==> src/tccw_pkg.sv <==
// ============================================================================
// Text console cell writer package
// Shared types, constants and default dimensions for the cell writer.
// ============================================================================
`default_nettype none

package tccw_pkg;

    // Default screen geometry.
    localparam int DEFAULT_COLUMNS = 80;
    localparam int DEFAULT_ROWS    = 24;

    // Width of a reported cell index.
    localparam int ADDR_W = 11;

    // Width used to form row * columns + column before the 11-bit mask.
    localparam int CALC_W = 12;

    // Input kinds carried in tuser.
    localparam logic CMD_CHAR    = 1'b0;
    localparam logic CMD_CONTROL = 1'b1;

    // Byte codes.
    localparam logic [7:0] ESCAPE_BYTE  = 8'h01;
    localparam logic [7:0] NEWLINE_BYTE = 8'h0A;
    localparam logic [7:0] FG_MAX       = 8'h0F;
    localparam logic [7:0] COLOR_RESET  = 8'h07;

    typedef struct packed {
        logic       cmd;
        logic [7:0] char_code;
    } in_item_t;

    typedef struct packed {
        logic              cell_write;
        logic [ADDR_W-1:0] cell_address;
        logic [15:0]       cell_word;
        logic              cursor_moved;
        logic [ADDR_W-1:0] cursor_position;
    } result_t;

endpackage

`default_nettype wire

==> src/tccw_in_reg.sv <==
// ============================================================================
// Cell writer input register
// Holds one accepted item until the engine consumes it.
// ============================================================================
`default_nettype none

module tccw_in_reg (
    input  wire logic              clk,
    input  wire logic              rst_n,
    input  wire logic              in_valid,
    output logic                   in_ready,
    input  wire tccw_pkg::in_item_t in_item,
    input  wire logic              consume,
    output logic                   item_valid,
    output tccw_pkg::in_item_t     item
);

    logic               valid_reg;
    logic               valid_next;
    tccw_pkg::in_item_t item_reg;
    logic               load;

    // The slot is free when empty or when its item leaves this cycle.
    assign in_ready = !valid_reg || consume;
    assign load     = in_valid && in_ready;

    always_comb
    begin
        valid_next = valid_reg;
        if (load)
        begin
            valid_next = 1'b1;
        end
        else if (consume)
        begin
            valid_next = 1'b0;
        end
    end

    always_ff @(posedge clk or negedge rst_n)
    begin
        if (!rst_n)
        begin
            valid_reg <= 1'b0;
        end
        else
        begin
            valid_reg <= valid_next;
        end
    end

    always_ff @(posedge clk)
    begin
        if (load)
        begin
            item_reg <= in_item;
        end
    end

    assign item_valid = valid_reg;
    assign item       = item_reg;

endmodule

`default_nettype wire

==> src/tccw_engine.sv <==
// ============================================================================
// Cell writer engine
// Cursor, color and escape state with the per-item update and result logic.
// ============================================================================
`default_nettype none

module tccw_engine #(
    parameter int SCREEN_COLUMNS = tccw_pkg::DEFAULT_COLUMNS,
    parameter int SCREEN_ROWS    = tccw_pkg::DEFAULT_ROWS
) (
    input  wire logic               clk,
    input  wire logic               rst_n,
    input  wire logic               take,
    input  wire tccw_pkg::in_item_t item,
    output tccw_pkg::result_t       result
);

    localparam int COL_W = (SCREEN_COLUMNS > 1) ? $clog2(SCREEN_COLUMNS) : 1;
    localparam int ROW_W = (SCREEN_ROWS > 1) ? $clog2(SCREEN_ROWS) : 1;
    localparam int CW    = tccw_pkg::CALC_W;

    logic [ROW_W-1:0] row_reg;
    logic [ROW_W-1:0] row_next;
    logic [COL_W-1:0] col_reg;
    logic [COL_W-1:0] col_next;
    logic [7:0]       color_reg;
    logic [7:0]       color_next;
    logic             esc_reg;
    logic             esc_next;

    logic [ROW_W-1:0] row_inc;
    logic             col_last;
    logic             wr;
    logic             moved;

    function automatic logic [tccw_pkg::ADDR_W-1:0] cell_index(
        input logic [ROW_W-1:0] r,
        input logic [COL_W-1:0] c
    );
        logic [CW-1:0] full;
        begin
            full = CW'(r) * CW'(SCREEN_COLUMNS) + CW'(c);
            cell_index = full[tccw_pkg::ADDR_W-1:0];
        end
    endfunction

    assign row_inc  = (row_reg == ROW_W'(SCREEN_ROWS - 1)) ? '0 : row_reg + 1'b1;
    assign col_last = (col_reg == COL_W'(SCREEN_COLUMNS - 1));

    always_comb
    begin
        row_next   = row_reg;
        col_next   = col_reg;
        color_next = color_reg;
        esc_next   = esc_reg;
        wr         = 1'b0;
        moved      = 1'b0;
        if (take)
        begin
            if (item.cmd == tccw_pkg::CMD_CHAR)
            begin
                if (item.char_code == tccw_pkg::ESCAPE_BYTE)
                begin
                    esc_next = 1'b1;
                end
                else if (esc_reg)
                begin
                    // The byte after an escape is swallowed; low codes set the foreground.
                    if (item.char_code <= tccw_pkg::FG_MAX)
                    begin
                        color_next = {color_reg[7:4], item.char_code[3:0]};
                    end
                    esc_next = 1'b0;
                end
                else
                begin
                    wr    = 1'b1;
                    moved = 1'b1;
                    if (col_last)
                    begin
                        col_next = '0;
                        row_next = row_inc;
                    end
                    else
                    begin
                        col_next = col_reg + 1'b1;
                    end
                end
            end
            else if (item.char_code == tccw_pkg::NEWLINE_BYTE)
            begin
                col_next = '0;
                row_next = row_inc;
                moved    = 1'b1;
            end
        end
    end

    always_comb
    begin
        result.cell_write      = wr;
        result.cell_address    = wr ? cell_index(row_reg, col_reg) : '0;
        result.cell_word       = wr ? {color_reg, item.char_code} : '0;
        result.cursor_moved    = moved;
        result.cursor_position = cell_index(row_next, col_next);
    end

    always_ff @(posedge clk or negedge rst_n)
    begin
        if (!rst_n)
        begin
            row_reg   <= '0;
            col_reg   <= '0;
            color_reg <= tccw_pkg::COLOR_RESET;
            esc_reg   <= 1'b0;
        end
        else
        begin
            row_reg   <= row_next;
            col_reg   <= col_next;
            color_reg <= color_next;
            esc_reg   <= esc_next;
        end
    end

endmodule

`default_nettype wire

==> src/tccw_out_reg.sv <==
// ============================================================================
// Cell writer result register
// Holds one result item until the downstream side takes it.
// ============================================================================
`default_nettype none

module tccw_out_reg (
    input  wire logic              clk,
    input  wire logic              rst_n,
    input  wire logic              load,
    input  wire tccw_pkg::result_t result_in,
    output logic                   room,
    output logic                   out_valid,
    input  wire logic              out_ready,
    output tccw_pkg::result_t      result_out
);

    logic              valid_reg;
    logic              valid_next;
    tccw_pkg::result_t result_reg;

    // A new result may enter when the register is empty or is drained this cycle.
    assign room = !valid_reg || out_ready;

    always_comb
    begin
        valid_next = valid_reg;
        if (load)
        begin
            valid_next = 1'b1;
        end
        else if (out_ready)
        begin
            valid_next = 1'b0;
        end
    end

    always_ff @(posedge clk or negedge rst_n)
    begin
        if (!rst_n)
        begin
            valid_reg <= 1'b0;
        end
        else
        begin
            valid_reg <= valid_next;
        end
    end

    always_ff @(posedge clk)
    begin
        if (load)
        begin
            result_reg <= result_in;
        end
    end

    assign out_valid  = valid_reg;
    assign result_out = result_reg;

endmodule

`default_nettype wire

==> src/text_console_cell_writer_unit.sv <==
// ============================================================================
// Text console cell writer
// Turns a byte stream into screen cell writes and cursor position updates.
// ============================================================================
// Each accepted item is held in the input register, then its result in the result register.
// Throughput: one item per clock while m_tready keeps the result register drained.
// Every item yields exactly one result item.
// Reset clears the cursor to cell 0, the escape flag, both stream registers,
// and sets the color to 0x07.
`default_nettype none

module text_console_cell_writer_unit #(
    parameter int SCREEN_COLUMNS = tccw_pkg::DEFAULT_COLUMNS,
    parameter int SCREEN_ROWS    = tccw_pkg::DEFAULT_ROWS
) (
    input  wire logic        clk,
    input  wire logic        rst_n,
    input  wire logic        s_tvalid,
    output logic             s_tready,
    input  wire logic [7:0]  s_tdata,   // [7:0] char_code
    input  wire logic        s_tuser,   // [0] cmd
    output logic             m_tvalid,
    input  wire logic        m_tready,
    output logic [39:0]      m_tdata,   // [10:0] cell_address, [26:11] cell_word,
                                        // [37:27] cursor_position, [39:38] zero
    output logic [1:0]       m_tuser    // [0] cell_write, [1] cursor_moved
);

    tccw_pkg::in_item_t in_item;
    tccw_pkg::in_item_t item;
    tccw_pkg::result_t  result;
    tccw_pkg::result_t  result_q;
    logic               item_valid;
    logic               room;
    logic               advance;

    assign in_item.cmd       = s_tuser;
    assign in_item.char_code = s_tdata;

    assign advance = item_valid && room;

    tccw_in_reg u_in_reg (
        .clk        (clk),
        .rst_n      (rst_n),
        .in_valid   (s_tvalid),
        .in_ready   (s_tready),
        .in_item    (in_item),
        .consume    (advance),
        .item_valid (item_valid),
        .item       (item)
    );

    tccw_engine #(
        .SCREEN_COLUMNS (SCREEN_COLUMNS),
        .SCREEN_ROWS    (SCREEN_ROWS)
    ) u_engine (
        .clk    (clk),
        .rst_n  (rst_n),
        .take   (advance),
        .item   (item),
        .result (result)
    );

    tccw_out_reg u_out_reg (
        .clk        (clk),
        .rst_n      (rst_n),
        .load       (advance),
        .result_in  (result),
        .room       (room),
        .out_valid  (m_tvalid),
        .out_ready  (m_tready),
        .result_out (result_q)
    );

    assign m_tdata = {2'b00, result_q.cursor_position, result_q.cell_word,
                      result_q.cell_address};
    assign m_tuser = {result_q.cursor_moved, result_q.cell_write};

endmodule

`default_nettype wire

==> config.mk <==
export PLATFORM = sky130hd
export DESIGN_NAME = text_console_cell_writer_unit
export DESIGN_NICKNAME = d
export VERILOG_FILES = /design/src/tccw_pkg.sv /design/src/tccw_in_reg.sv /design/src/tccw_engine.sv /design/src/tccw_out_reg.sv /design/src/text_console_cell_writer_unit.sv
export SDC_FILE = /design/constraint.sdc
export NUM_CORES = 1
export LEC_CHECK = 0
export ABC_AREA = 1
export ABC_CLOCK_PERIOD_IN_PS = 3300
export BUFFER_PORTS_ARGS = -buffer_cell sky130_fd_sc_hd__buf_2
export CAP_MARGIN = 20
export CORE_MARGIN = 8
export CORE_UTILIZATION = 50
export DETAILED_ROUTE_END_ITERATION = 6
export PLACE_DENSITY = 0.81
export SETUP_SLACK_MARGIN = 0.2
export SLEW_MARGIN = 20
export SYNTH_ARGS = -nofsm -noshare
export SYNTH_HDL_FRONTEND = slang
export SYNTH_SLANG_ARGS = --single-unit
==> constraint.sdc <==
create_clock -name clk -period 3.3 [get_ports clk]
set_clock_uncertainty 0.15 [all_clocks]
set_input_delay 0.495 -clock clk [delete_from_list [all_inputs] [get_ports clk]]
set_output_delay 0.495 -clock clk [all_outputs]
set_load 0.05 [all_outputs]
==> metrics <==
run status finished, final reports clean; Top delay family on crit path adder cells; RePlAce Congestion between 0.8 and 0.9; largest net degree at the start of global routing 42; Yosys top cell by area edfxtp_1; Psw 1.92 mW; total CTS buffers 9; unrepaired setup endpoints after global routing true; CP max-delay cell fa_2; drc violations 0; global-route total usage across every layer around 16%; Clock power frac 13.0%; final hold vios 0; Cell Pwr Density 1050 nW/um2; Clock Pin Slew Worst Setup and Hold Paths approximately 0.060 ns; area share of the largest cell type after synthesis about 42%; P&R area growth vs syn 31.3%; Synth Flop Type edfxtp_1; #FFs+latches synth 64; Crit Path Max Fanout 7; crit-path cells inv_2, nand2_1, nor2_2, nand2_2, nand2_4, nand2_8, inv_8, nand2_8, o21ai_2, nand3_2, inv_2, ha_4, ha_4, fa_2, nand3_2, xor2_2, inv_1, nand3_1, nand2_1, inv_1; Synth area leaders edfxtp_1 (42%), dfrtp_1 (13%), ha_1 (7.8%), nand2_1 (4.1%), inv_1 (3.6%); FP Rows 29; CTS tree done; global-route wire length before repair about 11000 um; Max VDD drop 0.908 mV; sequential share of the synthesized area 57.2%; fraction of layout cells with a size suffix above 1 between 40% and 50%; Worst R2R Setup Slack approximately 0.049 ns; Syn Std Cell Area between 3000 and 4000 um2; crit path DAT around 3.2 ns; MaxCap Viol Count 0; slew margin rel. 65.3%; CTS Root Cell clkbuf_8; CP peak stage delay approximately 0.57 ns; Req. time, crit path around 3.3 ns; Starting Density 50.9%; DR iter-0 viols roughly 160; most common cell after layout, fill and taps aside buf_2; Post-synth EDFFs between 40 and 50; Avg Cell Area, Syn about 11 um2; worst path buffer plus inverter count 5; Die Y about 96 um; Critical Setup Path Class reg -> reg; Vias 2459; die area 9210 um2; setup TNS 0 ns; Internal ~2.5 mW; final core occ between 60% and 70%; ant diodes 0; Syn Inst Count around 300; Detail Placement HPWL 4390 um; most frequent cells in the layout buf_2 (50), edfxtp_1 (45), buf_4 (32), nand2_1 (30); Static Leakage ~1.9 nW; core area about 6300 um2; min Tclk post-route about 3.3 ns; post-route ant nets 0; H-tree depth 3; die width around 96 um; # nets final 424; initial antenna violation count 0; fin crit share between 90% and 100%; vias per cell approximately 5.2; post-synthesis cell type count 34; CP endpoint kind flip-flop; worst slew pin tran approximately 0.52 ns; clock tree buffer depth 2; async set or reset register ratio after synthesis between 20% and 30%; WL/cell around 16 um; Comb power frac roughly 58%; IO Port Bufs 50; max reg flops 36; Worst-Skew Late Latency approximately 0.36 ns; switching share of power a little over two fifths; hold crit path type in -> reg; final WL between 7000 and 8000 um; f_max between 300 and 400 MHz; Worst setup SP type flip-flop; vias in the first global route between 2000 and 2500; Sequential Power Share roughly 29%; GRT overflow 0; endpoints failing setup 0; drt first pass iters 5; Slew Viols, Final 0; Yosys warnings 0; clk sinks 64; # IOs 57
## area by class of cell
class | count | area (um2)
Clock buffer | 15 | 156
Fill cell | 451 | 2080
Multi-Input combinational cell | 184 | 1390
Timing Repair Buffer | 87 | 546
Clock inverter | 1 | 5.00
Inverter | 41 | 178
Sequential cell | 64 | 1830
Tap cell | 77 | 96.3
## power by group through the flow
stage | clock (mW) | combinational [mW] | sequential [mW]
2_1_floorplan | 0 | 1.06 | 1.66
3_3_place_gp | 0 | 1.83 | 1.28
3_5_place_dp | 0 | 1.88 | 1.29
4_1_cts | 0.575 | 2.19 | 1.28
5_1_grt | 0.617 | 2.74 | 1.32
6_report | 0.574 | 2.53 | 1.29
## per-layer routing
| layer | track usage [%] | up-vias | part of all wire [%] |
|---|---|---|---|
| li1 | - | 1160 | - |
| met1 | 17.8 | 1174 | 39 |
| met2 | 27.0 | 106 | 51 |
| met3 | 4.68 | 19 | 7.0 |
| met4 | 9.86 | 0 | 3.0 |
| met5 | 0 | - | 0 |
## path summary, 6_finish.rpt
path	cells after the start	startpoint	to
max in group asynchronous	2	rst_n	u_out_reg.out_valid$_DFFE_PN0P_
min reg2reg	2	u_engine.color_reg[1]$_DFFE_PN1P_	u_engine.color_reg[1]$_DFFE_PN1P_
min in group asynchronous	2	rst_n	u_engine.color_reg[3]$_DFFE_PN0P_
max reg2reg	20	u_in_reg.item[0]$_DFFE_PP_	u_out_reg.result_out[10]$_DFFE_PP_
min	1	s_tdata[2]	u_in_reg.item[2]$_DFFE_PP_
max	20	u_in_reg.item[0]$_DFFE_PP_	u_out_reg.result_out[10]$_DFFE_PP_
## cells in the mapped netlist, types with 2 or more instances
| library cell | number |
|---|---|
| nand3_2 | 4 |
| inv_2 | 10 |
| edfxtp_1 | 45 |
| xnor2_1 | 3 |
| nand4_1 | 5 |
| dfstp_2 | 3 |
| o21a_1 | 3 |
| nand2_4 | 3 |
| dfrtp_1 | 16 |
| inv_1 | 31 |
| nor3_1 | 3 |
| nand3_1 | 15 |
| buf_4 | 6 |
| xor2_1 | 6 |
| nand2_2 | 9 |
| nand2_1 | 35 |
| a21oi_1 | 11 |
| ha_1 | 20 |
| nor2_1 | 30 |
| fa_1 | 4 |
| nor2_4 | 2 |
| nor2_2 | 2 |
| o21ai_1 | 9 |
| o21ai_0 | 7 |
## repair_timing
action	in CTS	in global routing
setup buffers	20	8
setup endpoints to repair	2	3
endpoints found under the hold margin	16	0
hold buffers	1	0
pin swaps	18	12
resized for setup	18	22
## cell families after synthesis
kind of cell             synth area share, %
AO/OA/AOI/OAI                           6.10
XOR/XNOR                                2.46
adder cells (fa/ha/maj)                 10.3
other                                  0.117
buffers and inverters                   6.73
AND/OR/NAND/NOR                         17.0
flip-flops                              57.2
## through the flow
stage / power [mW] / area, um2 / cells / hold WS [ns] / worst slack [ns]
finish: 4.40 / 4200 / 469 / 0.160 / 0.0491
global route: 4.67 / 4200 / 469 / 0.152 / -0.114
CTS: 4.04 / 4030 / 461 / 0.159 / 0.191
detailed placement: 3.17 / 3620 / 424 / 0.314 / -0.0844
global placement: 3.11 / 3620 / 424 / 0.310 / 0.0460
floorplan: 2.72 / 3280 / 297 / 0.0494 / 0.0864
Note: power is estimated with default switching activity, not from simulation.
